### src/hdl/itas_pkg.sv
// shared types and constants of the tlv area scanner
`default_nettype none

package itas_pkg;

   localparam logic [2:0] HEADER_BYTES = 3'd4;

   localparam int unsigned CsrIndexBits = 3;
   localparam int unsigned CsrDataBits  = 32;

   typedef enum logic [CsrIndexBits-1:0] {
      CSR_WANTED_TYPE     = 3'd0,
      CSR_MATCH_ANY       = 3'd1,
      CSR_PROTECTED_ONLY  = 3'd2,
      CSR_PROTECTED_SIZE  = 3'd3,
      CSR_AREA_BASE       = 3'd4,
      CSR_INFO_MAGIC      = 3'd5,
      CSR_PROT_INFO_MAGIC = 3'd6
   } csr_index_type;

   localparam logic [15:0] INFO_MAGIC_RESET      = 16'h6907;
   localparam logic [15:0] PROT_INFO_MAGIC_RESET = 16'h6908;

   typedef enum logic [1:0] {
      STATUS_FOUND        = 2'd0,
      STATUS_NO_MORE      = 2'd1,
      STATUS_FORMAT_ERROR = 2'd2
   } status_type;

   typedef struct packed {
      logic [15:0] wanted_type;
      logic        match_any;
      logic        protected_only;
      logic [15:0] protected_size;
      logic [31:0] area_base;
      logic [15:0] info_magic;
      logic [15:0] prot_info_magic;
   } cfg_type;

   typedef struct packed {
      logic        valid;
      status_type  status;
      logic [31:0] entry_offset;
      logic [15:0] entry_length;
      logic [15:0] entry_type;
   } result_type;

endpackage

`default_nettype wire

### src/hdl/itas_csr_regs.sv
// configuration register file of the tlv area scanner
`default_nettype none

module itas_csr_regs (
   input  wire logic                                clock,
   input  wire logic                                reset,
   input  wire logic                                csr_valid,
   output logic                                     csr_ready,
   input  wire logic [itas_pkg::CsrIndexBits-1:0]   csr_index,
   input  wire logic [itas_pkg::CsrDataBits-1:0]    csr_data,
   output itas_pkg::cfg_type                        cfg
);

   itas_pkg::cfg_type cfg_ff;
   itas_pkg::cfg_type cfg_in;

   assign csr_ready = 1'b1;
   assign cfg       = cfg_ff;

   always_comb begin
      cfg_in = cfg_ff;
      if (csr_valid) begin
         case (itas_pkg::csr_index_type'(csr_index))
            itas_pkg::CSR_WANTED_TYPE:     cfg_in.wanted_type     = csr_data[15:0];
            itas_pkg::CSR_MATCH_ANY:       cfg_in.match_any       = csr_data[0];
            itas_pkg::CSR_PROTECTED_ONLY:  cfg_in.protected_only  = csr_data[0];
            itas_pkg::CSR_PROTECTED_SIZE:  cfg_in.protected_size  = csr_data[15:0];
            itas_pkg::CSR_AREA_BASE:       cfg_in.area_base       = csr_data[31:0];
            itas_pkg::CSR_INFO_MAGIC:      cfg_in.info_magic      = csr_data[15:0];
            itas_pkg::CSR_PROT_INFO_MAGIC: cfg_in.prot_info_magic = csr_data[15:0];
            default: ;
         endcase
      end
   end

   always_ff @(posedge clock) begin
      if (reset) begin
         cfg_ff.wanted_type     <= 16'd0;
         cfg_ff.match_any       <= 1'b1;
         cfg_ff.protected_only  <= 1'b0;
         cfg_ff.protected_size  <= 16'd0;
         cfg_ff.area_base       <= 32'd0;
         cfg_ff.info_magic      <= itas_pkg::INFO_MAGIC_RESET;
         cfg_ff.prot_info_magic <= itas_pkg::PROT_INFO_MAGIC_RESET;
      end else begin
         cfg_ff <= cfg_in;
      end
   end

endmodule

`default_nettype wire

### src/hdl/itas_scan_core.sv
// byte-wise trailer walker: header gathering, payload skipping, entry and status reporting
`default_nettype none

module itas_scan_core #(
   parameter int unsigned POSITION_BITS = 17
) (
   input  wire logic                 clock,
   input  wire logic                 reset,
   input  wire itas_pkg::cfg_type    cfg,
   input  wire logic                 beat_valid,
   input  wire logic [7:0]           data_byte,
   input  wire logic                 start_req,
   output itas_pkg::result_type      result
);

   typedef enum logic [2:0] {
      PH_WAIT,
      PH_FIRST,
      PH_PLAIN,
      PH_ENTRY,
      PH_PAYLOAD,
      PH_PENDING
   } phase_type;

   typedef struct packed {
      phase_type            phase;
      logic                 fin;
      itas_pkg::status_type status;
   } bnd_type;

   phase_type                phase_ff, phase_in;
   logic [POSITION_BITS-1:0] position_ff, position_in;
   logic [23:0]              shift_ff, shift_in;
   logic [1:0]               count_ff, count_in;
   logic [15:0]              remaining_ff, remaining_in;
   logic [POSITION_BITS-1:0] area_end_ff, area_end_in;
   logic                     end_known_ff, end_known_in;

   // next step at an entry boundary
   function automatic bnd_type boundary(
      input logic [POSITION_BITS-1:0] pos,
      input logic                     known,
      input logic [POSITION_BITS-1:0] aend,
      input itas_pkg::cfg_type        c
   );
      bnd_type                  r;
      logic [POSITION_BITS-1:0] psz;
      psz      = POSITION_BITS'(c.protected_size);
      r.phase  = PH_WAIT;
      r.fin    = 1'b0;
      r.status = itas_pkg::STATUS_NO_MORE;
      if (c.protected_only && pos >= psz) begin
         r.fin = 1'b1;
      end else if (known) begin
         if (pos >= aend) begin
            r.fin = 1'b1;
         end else begin
            r.phase = PH_ENTRY;
         end
      end else if (pos == psz) begin
         r.phase = PH_PLAIN;
      end else if (pos < psz) begin
         r.phase = PH_ENTRY;
      end else begin
         r.fin    = 1'b1;
         r.status = itas_pkg::STATUS_FORMAT_ERROR;
      end
      return r;
   endfunction

   function automatic logic [POSITION_BITS-1:0] sat_add(
      input logic [POSITION_BITS-1:0] pos,
      input logic [2:0]               inc
   );
      logic [POSITION_BITS:0] sum;
      sum = {1'b0, pos} + (POSITION_BITS+1)'(inc);
      return sum[POSITION_BITS] ? {POSITION_BITS{1'b1}} : sum[POSITION_BITS-1:0];
   endfunction

   always_comb begin
      bnd_type                  bnd;
      logic                     done;
      logic                     do_bnd;
      logic                     match;
      logic [15:0]              lo;
      logic [15:0]              hi;
      logic [POSITION_BITS-1:0] at;
      logic [16:0]              plain_end;

      phase_in     = phase_ff;
      position_in  = position_ff;
      shift_in     = shift_ff;
      count_in     = count_ff;
      remaining_in = remaining_ff;
      area_end_in  = area_end_ff;
      end_known_in = end_known_ff;
      result       = '0;
      bnd          = '0;
      done         = 1'b0;
      do_bnd       = 1'b0;
      match        = 1'b0;
      lo           = shift_ff[15:0];
      hi           = {data_byte, shift_ff[23:16]};
      at           = position_ff;
      plain_end    = 17'd0;

      if (beat_valid) begin
         if (start_req) begin
            phase_in     = PH_FIRST;
            position_in  = '0;
            shift_in     = '0;
            count_in     = '0;
            remaining_in = '0;
            area_end_in  = '0;
            end_known_in = 1'b0;
         end

         // decision left over from a zero-length match
         if (phase_in == PH_PENDING) begin
            bnd      = boundary(position_in, end_known_in, area_end_in, cfg);
            shift_in = '0;
            count_in = '0;
            if (bnd.fin) begin
               phase_in      = PH_WAIT;
               result.valid  = 1'b1;
               result.status = bnd.status;
               done          = 1'b1;
            end else begin
               phase_in = bnd.phase;
            end
         end

         if (!done) begin
            case (phase_in)
               PH_PAYLOAD: begin
                  position_in  = sat_add(position_in, 3'd1);
                  remaining_in = remaining_in - 16'd1;
                  do_bnd       = (remaining_in == 16'd0);
               end
               PH_FIRST, PH_PLAIN, PH_ENTRY: begin
                  if (count_in != 2'd3) begin
                     shift_in[{count_in, 3'b000} +: 8] = data_byte;
                     count_in = count_in + 2'd1;
                  end else begin
                     lo          = shift_in[15:0];
                     hi          = {data_byte, shift_in[23:16]};
                     shift_in    = '0;
                     count_in    = '0;
                     at          = position_in;
                     position_in = sat_add(position_in, itas_pkg::HEADER_BYTES);
                     case (phase_in)
                        PH_FIRST: begin
                           if (lo == cfg.prot_info_magic) begin
                              if (hi != cfg.protected_size ||
                                  cfg.protected_size < 16'(itas_pkg::HEADER_BYTES)) begin
                                 phase_in      = PH_WAIT;
                                 result.valid  = 1'b1;
                                 result.status = itas_pkg::STATUS_FORMAT_ERROR;
                              end else begin
                                 do_bnd = 1'b1;
                              end
                           end else if (cfg.protected_size != 16'd0 ||
                                        lo != cfg.info_magic) begin
                              phase_in      = PH_WAIT;
                              result.valid  = 1'b1;
                              result.status = itas_pkg::STATUS_FORMAT_ERROR;
                           end else begin
                              area_end_in  = POSITION_BITS'(hi);
                              end_known_in = 1'b1;
                              do_bnd       = 1'b1;
                           end
                        end
                        PH_PLAIN: begin
                           if (lo != cfg.info_magic) begin
                              phase_in      = PH_WAIT;
                              result.valid  = 1'b1;
                              result.status = itas_pkg::STATUS_FORMAT_ERROR;
                           end else begin
                              plain_end    = {1'b0, cfg.protected_size} + {1'b0, hi};
                              area_end_in  = POSITION_BITS'(plain_end);
                              end_known_in = 1'b1;
                              do_bnd       = 1'b1;
                           end
                        end
                        default: begin
                           match = cfg.match_any || (lo == cfg.wanted_type);
                           if (match) begin
                              result.valid        = 1'b1;
                              result.status       = itas_pkg::STATUS_FOUND;
                              result.entry_offset = cfg.area_base + 32'(at)
                                                    + 32'(itas_pkg::HEADER_BYTES);
                              result.entry_length = hi;
                              result.entry_type   = lo;
                           end
                           if (hi != 16'd0) begin
                              remaining_in = hi;
                              phase_in     = PH_PAYLOAD;
                           end else if (match) begin
                              // end check waits for the next beat
                              phase_in = PH_PENDING;
                           end else begin
                              do_bnd = 1'b1;
                           end
                        end
                     endcase
                  end
               end
               default: ;
            endcase

            if (do_bnd) begin
               bnd      = boundary(position_in, end_known_in, area_end_in, cfg);
               shift_in = '0;
               count_in = '0;
               if (bnd.fin) begin
                  phase_in      = PH_WAIT;
                  result.valid  = 1'b1;
                  result.status = bnd.status;
               end else begin
                  phase_in = bnd.phase;
               end
            end
         end
      end
   end

   always_ff @(posedge clock) begin
      if (reset) begin
         phase_ff     <= PH_WAIT;
         position_ff  <= '0;
         shift_ff     <= '0;
         count_ff     <= '0;
         remaining_ff <= '0;
         area_end_ff  <= '0;
         end_known_ff <= 1'b0;
      end else begin
         phase_ff     <= phase_in;
         position_ff  <= position_in;
         shift_ff     <= shift_in;
         count_ff     <= count_in;
         remaining_ff <= remaining_in;
         area_end_ff  <= area_end_in;
         end_known_ff <= end_known_in;
      end
   end

endmodule

`default_nettype wire

### src/hdl/image_tlv_area_scanner.sv
// Boot image TLV trailer scanner. One trailer byte is taken per beat on req_ and the
// block accepts a byte in every cycle, one byte per clock sustained, unless a full
// result register is not being drained: each byte passes through a single
// compare-and-count step into the scan state and, when it completes an entry header
// or ends the scan, into the result register on rsp_. That register lets the next byte
// in while a result still waits; req_tready drops only when it is full and not being
// drained. A result appears in the cycle after the byte that caused it. No clearing pass is needed after reset.
`default_nettype none

module image_tlv_area_scanner #(
   parameter int unsigned POSITION_BITS = 17
) (
   input  wire logic                               clock,
   input  wire logic                               reset,
   // trailer bytes
   input  wire logic                               req_tvalid,
   output logic                                    req_tready,
   input  wire logic [7:0]                         req_tdata,  // data_byte
   input  wire logic                               req_tuser,  // start_req
   // scan results
   output logic                                    rsp_tvalid,
   input  wire logic                               rsp_tready,
   // entry_offset[31:0], entry_length[47:32], entry_type[63:48]
   output logic [63:0]                             rsp_tdata,
   output logic [1:0]                              rsp_tuser,  // status
   // configuration writes
   input  wire logic                               csr_valid,
   output logic                                    csr_ready,
   input  wire logic [itas_pkg::CsrIndexBits-1:0]  csr_index,
   input  wire logic [itas_pkg::CsrDataBits-1:0]   csr_data
);

   itas_pkg::cfg_type    cfg;
   itas_pkg::result_type result;
   itas_pkg::result_type rsp_ff;
   logic                 rsp_valid_ff, rsp_valid_in;
   logic                 req_beat;

   assign req_tready = !rsp_valid_ff || rsp_tready;
   assign req_beat   = req_tvalid && req_tready;

   itas_csr_regs u_csr (
      .clock     (clock),
      .reset     (reset),
      .csr_valid (csr_valid),
      .csr_ready (csr_ready),
      .csr_index (csr_index),
      .csr_data  (csr_data),
      .cfg       (cfg)
   );

   itas_scan_core #(
      .POSITION_BITS (POSITION_BITS)
   ) u_core (
      .clock      (clock),
      .reset      (reset),
      .cfg        (cfg),
      .beat_valid (req_beat),
      .data_byte  (req_tdata),
      .start_req  (req_tuser),
      .result     (result)
   );

   always_comb begin
      rsp_valid_in = rsp_valid_ff;
      if (req_beat && result.valid) begin
         rsp_valid_in = 1'b1;
      end else if (rsp_tready) begin
         rsp_valid_in = 1'b0;
      end
   end

   always_ff @(posedge clock) begin
      if (reset) begin
         rsp_valid_ff <= 1'b0;
      end else begin
         rsp_valid_ff <= rsp_valid_in;
      end
   end

   always_ff @(posedge clock) begin
      if (req_beat && result.valid) begin
         rsp_ff <= result;
      end
   end

   assign rsp_tvalid = rsp_valid_ff;
   assign rsp_tdata  = {rsp_ff.entry_type, rsp_ff.entry_length, rsp_ff.entry_offset};
   assign rsp_tuser  = rsp_ff.status;

   // only a found entry carries offset, length and type
   a_fields_zero_unless_found: assert property (
      @(posedge clock) disable iff (reset)
      rsp_tvalid && rsp_tuser != itas_pkg::STATUS_FOUND |-> rsp_tdata == 64'd0
   ) else $error("non-entry result carries entry fields");

   a_status_legal: assert property (
      @(posedge clock) disable iff (reset)
      rsp_tvalid |-> rsp_tuser == itas_pkg::STATUS_FOUND ||
                     rsp_tuser == itas_pkg::STATUS_NO_MORE ||
                     rsp_tuser == itas_pkg::STATUS_FORMAT_ERROR
   ) else $error("illegal result status");

   // a new result is always caused by a byte taken the cycle before
   a_result_from_beat: assert property (
      @(posedge clock) disable iff (reset)
      !rsp_tvalid ##1 rsp_tvalid |-> $past(req_tvalid && req_tready)
   ) else $error("result appeared without an accepted beat");

endmodule

`default_nettype wire
### config.mk
export PLATFORM = sky130hd
export DESIGN_NAME = image_tlv_area_scanner
export DESIGN_NICKNAME = d
export VERILOG_FILES = /design/src/hdl/itas_pkg.sv /design/src/hdl/itas_csr_regs.sv /design/src/hdl/itas_scan_core.sv /design/src/hdl/image_tlv_area_scanner.sv
export SDC_FILE = /design/constraint.sdc
export NUM_CORES = 1
export LEC_CHECK = 0
export BUFFER_PORTS_ARGS = -buffer_cell sky130_fd_sc_hd__buf_2
export CORE_MARGIN = 4
export CORE_UTILIZATION = 49
export CTS_BUF_LIST = sky130_fd_sc_hd__clkbuf_4 sky130_fd_sc_hd__clkbuf_8 sky130_fd_sc_hd__clkbuf_16
export DETAILED_ROUTE_END_ITERATION = 8
export PLACE_DENSITY = 0.67
export SLEW_MARGIN = 20
export SYNTH_ARGS = -nofsm -noshare
export SYNTH_HDL_FRONTEND = slang
export SYNTH_SLANG_ARGS = --single-unit
### constraint.sdc
create_clock -name clock -period 15.57 [get_ports clock]
set_input_delay 4.671 -clock clock [delete_from_list [all_inputs] [get_ports clock]]
set_output_delay 4.671 -clock clock [all_outputs]
set_load 0.01 [all_outputs]
==> results.json, run 1 <==
{
  "fin_tns_setup_ps": 0,
  "synth-edff-count": 66,
  "post-route-period-util": 0.760,
  "regArea_um2": 5570,
  "synth_common_cells": "nand2_1, a21oi_1, dfxtp_1, nor2_1, ha_1",
  "grt_pass1_wl_mm": 92.1,
  "multi_input_area_um2": 10200,
  "critPathLaunchType": "primary input",
  "fin_crit_ps": 11830,
  "wirelength_mm": 60.4,
  "final_util": 0.549,
  "hold_buffers": 0,
  "syn_area_um2": 16500,
  "ant_nets": 0,
  "drc": 2,
  "violations": "DRC",
  "viasPerCell": 6.37,
  "min_path_cells": 2,
  "cts.sinks": 245,
  "fin_cells": 2608,
  "overflow": 0,
  "min_from": "u_csr.cfg[57]$_SDFFE_PP0P_",
  "relSlewSlack": 0.233,
  "crit_start": "req_tuser",
  "antenna_found_initial": 0,
  "grt_use_total": 0.320,
  "fin_skew_ps": 22.1,
  "synth_seq_cells": 245,
  "finalMaxSlewViolations": 0,
  "rows": 67,
  "peakVddDrop_v": 0.0000885,
  "clockRootBuffer": "clkbuf_16",
  "cts_buffers": 29,
  "fin_ws_ps": 3740,
  "cp.required_ps": 15750,
  "synth_most_common_cell": "nand2_1",
  "critPathCaptureType": "register",
  "htree_num_levels": 1,
  "post_cts_resized": 0,
  "die_width_um": 192,
  "crit_arrival_ps": 12020,
  "postPlaceCellArea_um2": 17400,
  "syn-instance-count": 2078,
  "leakagePower_nw": 7.41,
  "syn_nets": 2246,
  "pin_count": 118,
  "start_util": 0.494,
  "clockBufferDepth": 3,
  "max-cap-violations": 0,
  "drtPass1Iterations": 9,
  "fmax_ghz": 0.0845,
  "hold_violations": 0,
  "rsz0062_at_grt": "false",
  "routed-via-count": 16623,
  "die_area_um2": 36800,
  "critPathMaxFanout": 74,
  "clk_latency_ps": 570,
  "n_antenna_cell": 0,
  "die_h_um": 192,
  "setup_viol": 0,
  "dp_slack_ps": 3310,
  "synth_cell_types": 98,
  "grt_max_degree": 79,
  "cts.clk_slew.worst_paths_ps": 60,
  "synth_top_cell_by_area": "dfxtp_1",
  "crit_type": "primary input to register",
  "placedCellCount": 2554,
  "cts_tree": "built",
  "synth_area_leaders": "dfxtp_1, edfxtp_1, ha_1",
  "tightest_slew_ps": 1150,
  "place.gp.congestion": 1.02,
  "yosysSeqAreaShare": 0.337,
  "detailed_place_hpwl_mm": 43.9,
  "syn-mean-instance-area_um2": 7.96,
  "core-area_um2": 33400,
  "numPortBuffers": 116,
  "cts_setup_buffers": 0,
  "hp-class": "register to register",
  "syn_to_final_growth_pct": 11.1,
  "layout-drive-gt1-share": 0.119,
  "grt_pass1_vias": 15556,
  "r2r-start": "u_core.phase_ff[1]$_SDFFE_PP0P_",
  "drt_iter0_markers": 1984,
  "status": "complete, but fails checks",
  "powerDensity_nw_per_um2": 85.4,
  "yosysWarnings": 0,
  "synth_ff_type": "dfxtp_1",
  "nNetsFinal": 2306,
  "reg2reg_depth": 24,
  "wl_per_cell_um": 23.2,
  "synth_top_area_frac": 0.217,
  "synth_async_sr_flop_share": 0,
  "fillers": 3146,
  "stdcell_area_um2": 18400
}
## registers in the layout, summed over array words and instances (netlist names), 3 cells and up
name                 cells
u_core.position_ff      17
u_core.area_end_ff      17
u_csr.cfg               98
u_core.shift_ff         24
u_core.phase_ff          3
u_core.remaining_ff     16
rsp_tdata               64
## metrics by stage
step                hold slack, ps  total power, mW
floorplan                      436            0.816
global placement               445            0.877
detailed placement             448            0.879
CTS                            456             1.57
global route                   478             1.62
finish                         453             1.57
## routing by layer
layer,track usage,wire (µm),vias to the layer above
met5,0,0,-
met4,0.127,2860,0
met3,0.0603,6400,206
met2,0.502,26300,940
met1,0.437,24800,7843
li1,-,-,7634
## worst max-delay path: stages
cell,delay [ps]
buf_2,100
buf_4,630
nor2b_1,390
ha_1,410
and4_1,200
nand3_1,120
nor3_1,220
o21ai_0,170
a41oi_1,550
a211oi_4,70
buf_4,280
a21oi_1,770
o21ai_0,280
o211ai_1,310
ha_1,350
nand4_1,110
nor4_1,80
or2_2,290
nor3_1,210
a211oi_1,120
a211oi_1,300
nor3_1,120
o31ai_1,640
a21oi_4,100
buf_4,430
## layout make-up
type,instances,share of cell area
timing repair buffer,138,0.0407
clock inverter,13,0.00606
multi-input combinational,1648,0.557
sequential,245,0.303
clock buffer,40,0.0473
tap,448,0.0305
inverter,76,0.0155
## path summary, 6_finish.rpt
path                                                    end  slack [ps]
worst max-delay path            rsp_tdata[30]$_SDFFCE_PP0P_        3740
worst min-delay path             u_csr.cfg[57]$_SDFFE_PP0P_         450
worst max register to register  rsp_tdata[30]$_SDFFCE_PP0P_        7700
worst min register to register   u_csr.cfg[57]$_SDFFE_PP0P_         450
## power by group
| group | total [mW] | switching, mW | internal, mW |
|---|---|---|---|
| sequential | 0.679 | 0.0173 | 0.662 |
| clock | 0.697 | 0.290 | 0.408 |
| combinational | 0.193 | 0.126 | 0.0666 |
## layout by cell type (no fill, tap or decap), drive strengths merged, types with 24 or more instances in the layout
master,synthesis,final
a21oi,194,194
xor2,28,28
nor2,175,175
nor3,63,63
buf,39,137
nor4,26,26
inv,75,77
and3,45,45
edfxtp,66,66
clkbuf,70,41
a22oi,39,39
nand2,353,353
xnor2,40,40
a21o,25,25
ha,117,117
nor2b,39,39
nand3,48,48
nand4,30,30
nand2b,38,38
a31oi,24,24
dfxtp,179,179
o21ai,108,108
## kinds of logic (layout without fill, tap and decap cells)
logic type | count (synthesis) | in the layout | share of synthesized area
AO/OA/AOI/OAI | 568 | 568 | 0.225
XOR/XNOR | 68 | 68 | 0.0360
adder cells (fa/ha/maj) | 120 | 120 | 0.0915
buffers and inverters | 185 | 267 | 0.0465
flip-flops | 245 | 245 | 0.337
multiplexers | 19 | 19 | 0.0116
other | 1 | 1 | 0.000227
AND/OR/NAND/NOR | 872 | 872 | 0.253
(Power assumes the default switching activity.)
==> run 2: changes to the inputs <==
--- a/config.mk
+++ b/config.mk
@@ -10,7 +10,7 @@
 export CORE_UTILIZATION = 49
 export CTS_BUF_LIST = sky130_fd_sc_hd__clkbuf_4 sky130_fd_sc_hd__clkbuf_8 sky130_fd_sc_hd__clkbuf_16
 export DETAILED_ROUTE_END_ITERATION = 8
-export PLACE_DENSITY = 0.67
+export PLACE_DENSITY = 0.7
 export SLEW_MARGIN = 20
 export SYNTH_ARGS = -nofsm -noshare
 export SYNTH_HDL_FRONTEND = slang
==> constraint.sdc (replaced) <==
create_clock -name clock -period 9.6 [get_ports clock]
set_input_delay 2.88 -clock clock [delete_from_list [all_inputs] [get_ports clock]]
set_output_delay 2.88 -clock clock [all_outputs]
set_load 0.01 [all_outputs]
==> run 2 against run 1 <==
  * The flow now finishes without violations
  * First-iteration DRC count rose by 5.3%
  * Setup slack worse by 3100 ps
  * Die area unchanged
  * Clock skew decreased by 9.9 ps
  * Combinational power increased by 66%
  * Via count decreased by 0.50%
  * Non-clock buffer count up 30
  * Sequential power is 62% higher
  * Core utilization grew 0.79 points
  * Clock power up 64%
  * Power rose by 63%
  * Sequential share of layout area fell by 0.43 points
  * Critical path type unchanged
  * Highest routed layer unchanged
==> results.json, run 2 (synthesis gave the netlist of run 1 again) <==
{
  "status": "finished clean",
  "dp_slack_ps": 182,
  "relSlewSlack": 0.277,
  "clockBufferDepth": 3,
  "cts_tree": "built",
  "ant_nets": 0,
  "fin_hold_ws_ps": 460,
  "postPlaceCellArea_um2": 17600,
  "pin_count": 118,
  "nNetsFinal": 2335,
  "critPathLaunchType": "primary input",
  "viasPerCell": 6.27,
  "grt.met1_usage": 0.452,
  "critPathTopFamily": "compound AO/OA/AOI/OAI gates",
  "max-cap-violations": 0,
  "overflow": 0,
  "leakagePower_nw": 7.58,
  "start_util": 0.494,
  "cts.sinks": 245,
  "finalMaxSlewViolations": 0,
  "wl_per_cell_um": 23.0,
  "p_total_mw": 2.56,
  "final_util": 0.557,
  "placedCellCount": 2585,
  "grt_pass1_wl_mm": 93.0,
  "final_common_cell": "nand2_1",
  "cts.clk_slew.worst_paths_ps": 60,
  "power.share.clock": 0.445,
  "cp_slowest_cell": "a2111oi_0",
  "rsz0062_at_grt": "false",
  "crit_start": "req_tuser",
  "fin_crit_ps": 8990,
  "numPortBuffers": 116,
  "clockRootBuffer": "clkbuf_16",
  "fin_cells": 2637,
  "slowest_delay_ps": 640,
  "cp_num_buf_inv": 5,
  "grt-busiest-layer": "met2",
  "powerDensity_nw_per_um2": 138,
  "layout-drive-gt1-share": 0.131,
  "htree_num_levels": 1,
  "hp-class": "register to register",
  "place.gp.congestion": 1.02,
  "cp.required_ps": 9840,
  "die_h_um": 192,
  "cts_setup_buffers": 0,
  "cts_buffers": 28,
  "largest_reg_flops": 98,
  "clk_latency_ps": 580,
  "p_sw_mw": 0.713,
  "grtUsageMet3": 0.0576,
  "hold_violations": 0,
  "r2r-start": "u_core.phase_ff[0]$_SDFFE_PP0P_",
  "core-area_um2": 33400,
  "switching_share": 0.278,
  "setup_viol": 0,
  "critPathCaptureType": "register",
  "grt_max_degree": 98,
  "min_from": "u_csr.cfg[57]$_SDFFE_PP0P_",
  "intPower_mw": 1.85,
  "grtUsageMet2": 0.503,
  "die_area_um2": 36800,
  "post_cts_resized": 0,
  "post-route-period-util": 0.937,
  "crit_arrival_ps": 9230,
  "detailed_place_hpwl_mm": 44.9,
  "comb_power_share": 0.125,
  "drc": 0,
  "fin_tns_setup_ps": 0,
  "stdcell_area_um2": 18600,
  "fillers": 3076,
  "routed-via-count": 16540,
  "fin_ws_ps": 607,
  "tightest_slew_ps": 1080,
  "fmax_ghz": 0.111,
  "peakVddDrop_v": 0.000137,
  "fin_skew_ps": 12.2,
  "seq_power_share": 0.430,
  "wirelength_mm": 60.6,
  "grt_pass1_vias": 15711,
  "final_cell_mix": "nand2_1, a21oi_1, dfxtp_1",
  "rows": 67,
  "drtPass1Iterations": 6,
  "hold_buffers": 0,
  "crit_type": "primary input to register",
  "die_width_um": 192,
  "syn_to_final_growth_pct": 12.7,
  "n_antenna_cell": 0,
  "drt_iter0_markers": 2089,
  "critPathMaxFanout": 53,
  "grt_use_total": 0.323,
  "antenna_found_initial": 0
}
==> run 2: cell types whose count changed in the layout (fill, tap and decap cells not counted), sizes merged <==
| cell | change |
|---|---|
| clkinv | -2 |
| inv | +1 |
| bufinv | +1 |
| buf | +31 |
| clkbuf | -2 |
==> run 2: worst reg2reg max path, stage by stage, from the launching register on <==
cell	delay [ps]
dfxtp_1	490
and3b_1	610
nor2_1	240
buf_12	230
nand2_1	240
inv_1	160
ha_1	260
fa_1	410
a21oi_1	160
o21bai_1	130
a2111oi_0	640
o31ai_1	220
o41ai_1	540
o21ai_0	260
xor2_1	200
a22oi_1	330
o22a_1	260
ha_1	170
nor2b_1	120
o21ai_0	80
nand2b_1	90
a21oi_1	70
a2bb2oi_1	330
o31ai_1	130
buf_4	170
a21oi_4	190
buf_12	320
==> run 2: path summary, 6_finish.rpt <==
kind	end	slack (ps)	depth (start not counted)
max	rsp_tdata[15]$_SDFFCE_PP0P_	610	26
min reg2reg	u_csr.cfg[57]$_SDFFE_PP0P_	460	2
min	u_csr.cfg[57]$_SDFFE_PP0P_	460	2
max reg2reg	rsp_tdata[15]$_SDFFCE_PP0P_	2160	26
==> run 2: cell type report <==
type / instances / area, µm² / area share
multi-input combinational: 1648 / 10200 / 0.550
sequential: 245 / 5570 / 0.299
timing repair buffer: 168 / 998 / 0.0536
clock buffer: 39 / 832 / 0.0446
tap: 448 / 561 / 0.0301
inverter: 76 / 285 / 0.0153
clock inverter: 13 / 153 / 0.00819
==> run 2: power by group through the flow <==
stage	combinational (mW)	sequential, mW	clock (mW)
2_1_floorplan	0.214	1.11	0
3_3_place_gp	0.308	1.12	0
3_5_place_dp	0.311	1.12	0
4_1_cts	0.313	1.10	1.16
5_1_grt	0.347	1.10	1.20
6_report	0.321	1.10	1.14
==> run 2: metal layers <==
layer  vias up  share of wire
met5         -              0
met2       861           0.44
li1       7695              -
met3       167          0.098
met4         0          0.042
met1      7817           0.42
==> run 3: changes to the inputs <==
--- a/config.mk
+++ b/config.mk
@@ -11,6 +11,7 @@
 export CTS_BUF_LIST = sky130_fd_sc_hd__clkbuf_4 sky130_fd_sc_hd__clkbuf_8 sky130_fd_sc_hd__clkbuf_16
 export DETAILED_ROUTE_END_ITERATION = 8
 export PLACE_DENSITY = 0.7
+export REMOVE_ABC_BUFFERS = 1
 export SLEW_MARGIN = 20
 export SYNTH_ARGS = -nofsm -noshare
 export SYNTH_HDL_FRONTEND = slang
==> run 3 against run 2 <==
  * Critical endpoint is now rsp_tdata[26]$_SDFFCE_PP0P_
  * The run now ends with DRC left
  * Sequential power is essentially flat
  * Die area is the same
  * Register-to-register slack gained 200 ps
  * Largest power group unchanged
  * Combinational power grew 7.8%
  * Clock power is essentially flat
  * Cell count grew 1.3%
  * Sequential share of layout area shrank 0.36 points
  * Clock-buffer cell count shrank 8
  * Clock skew grew 2.2 ps
  * Power grew 0.64%
  * Global-route usage grew 3.3 points
  * Critical path depth shrank 1
==> results.json, run 3 (synthesis gave the netlist of run 1 again) <==
{
  "crit_arrival_ps": 9140,
  "detailed_place_hpwl_mm": 50.1,
  "final_util": 0.564,
  "overflow": 0,
  "regArea_um2": 5570,
  "p_sw_mw": 0.732,
  "antenna_found_initial": 1,
  "rows": 67,
  "leakagePower_nw": 7.73,
  "drtPass1Iterations": 9,
  "switching_share": 0.284,
  "dp_slack_ps": 334,
  "powerDensity_nw_per_um2": 137,
  "drt_iter0_markers": 1749,
  "viasPerCell": 6.35,
  "crit_type": "primary input to register",
  "grt_pass1_vias": 16015,
  "post_cts_resized": 0,
  "seq_power_share": 0.426,
  "relSlewSlack": 0.280,
  "pin_count": 118,
  "largest_reg_flops": 98,
  "peakVddDrop_v": 0.000129,
  "cts_setup_buffers": 0,
  "p_total_mw": 2.58,
  "cts_tree": "built",
  "wl_per_cell_um": 25.1,
  "fin_hold_ws_ps": 462,
  "core-area_um2": 33400,
  "finalMaxSlewViolations": 0,
  "clk_latency_ps": 590,
  "wirelength_mm": 67.1,
  "fillers": 3163,
  "critPathLaunchType": "primary input",
  "hold_violations": 0,
  "rsz0062_at_grt": "false",
  "clockBufferDepth": 3,
  "status": "complete, but fails checks",
  "tightest_slew_ps": 1080,
  "cts.clk_slew.worst_paths_ps": 60,
  "clockRootBuffer": "clkbuf_16",
  "start_util": 0.494,
  "fin_tns_setup_ps": 0,
  "final_common_cell": "nand2_1",
  "nNetsFinal": 2369,
  "setup_viol": 0,
  "stdcell_area_um2": 18900,
  "htree_num_levels": 1,
  "critPathCaptureType": "register",
  "max-cap-violations": 0,
  "grt_max_degree": 65,
  "multi_input_area_um2": 10200,
  "place.gp.congestion": 1.06,
  "drc": 2,
  "grt_use_total": 0.356,
  "hold_buffers": 0,
  "numPortBuffers": 116,
  "cts.sinks": 245,
  "die_area_um2": 36800,
  "cp.required_ps": 9890,
  "layout-drive-gt1-share": 0.142,
  "intPower_mw": 1.85,
  "critPathMaxFanout": 23,
  "syn_to_final_growth_pct": 14.1,
  "cts_buffers": 28,
  "die_h_um": 192,
  "fin_cells": 2671,
  "final_cell_mix": "nand2_1, a21oi_1, dfxtp_1",
  "grt_pass1_wl_mm": 99.4,
  "violations": "DRC",
  "fin_skew_ps": 14.3,
  "comb_power_share": 0.134,
  "routed-via-count": 16956,
  "ant_nets": 0,
  "fin_ws_ps": 745,
  "die_width_um": 192,
  "post-route-period-util": 0.922,
  "placedCellCount": 2619,
  "n_antenna_cell": 0,
  "postPlaceCellArea_um2": 17900,
  "fmax_ghz": 0.113,
  "hp-class": "register to register",
  "power.share.clock": 0.440,
  "fin_crit_ps": 8850
}
run 3: final cells by class:
type,count,share of cell area
clock buffer,31,0.0383
clock inverter,21,0.0131
inverter,76,0.0151
multi-input combinational,1648,0.542
sequential,245,0.295
tap,448,0.0297
timing repair buffer,202,0.0664
run 3: routing by layer:
| layer | vias up | routed length (µm) | global-route usage | part of all wire |
|---|---|---|---|---|
| li1 | 7769 | - | - | - |
| met5 | - | 13 | 0 | 0.00019 |
| met2 | 905 | 28900 | 0.545 | 0.43 |
| met1 | 8099 | 28300 | 0.495 | 0.42 |
| met3 | 181 | 7060 | 0.0740 | 0.11 |
| met4 | 2 | 2850 | 0.134 | 0.042 |
run 3: path summary, 6_finish.rpt:
| path | end | cells past startpoint | slack [ps] | startpoint |
|---|---|---|---|---|
| max reg2reg | rsp_tdata[26]$_SDFFCE_PP0P_ | 26 | 2360 | u_core.phase_ff[0]$_SDFFE_PP0P_ |
| max | rsp_tdata[26]$_SDFFCE_PP0P_ | 25 | 750 | req_tuser |
| min | u_csr.cfg[43]$_SDFFE_PP0P_ | 2 | 460 | u_csr.cfg[43]$_SDFFE_PP0P_ |
| min reg2reg | u_csr.cfg[43]$_SDFFE_PP0P_ | 2 | 460 | u_csr.cfg[43]$_SDFFE_PP0P_ |
run 3: power by group through the flow:
| stage | Clock [mW] | Sequential (mW) | Combinational, mW |
|---|---|---|---|
| after floorplan | 0 | 1.11 | 0.194 |
| after global placement | 0 | 1.12 | 0.334 |
| after detailed placement | 0 | 1.12 | 0.335 |
| after CTS | 1.14 | 1.10 | 0.337 |
| after global routing | 1.19 | 1.10 | 0.370 |
| final | 1.13 | 1.10 | 0.346 |
run 3: worst max-delay path, stage by stage:
cell,delay [ps]
buf_2,290
nor2_1,220
nand2_1,180
inv_1,150
ha_1,260
fa_1,420
a21oi_1,150
o21bai_1,120
a2111oi_0,630
o31ai_1,210
o41ai_1,430
o21ai_0,240
xor2_1,350
a22oi_1,180
o22a_1,250
ha_1,350
nor2b_1,140
o21ai_0,80
nand2b_1,70
a21oi_1,60
a2bb2oi_1,330
o31ai_1,140
buf_4,170
a21oi_4,520
buf_12,260
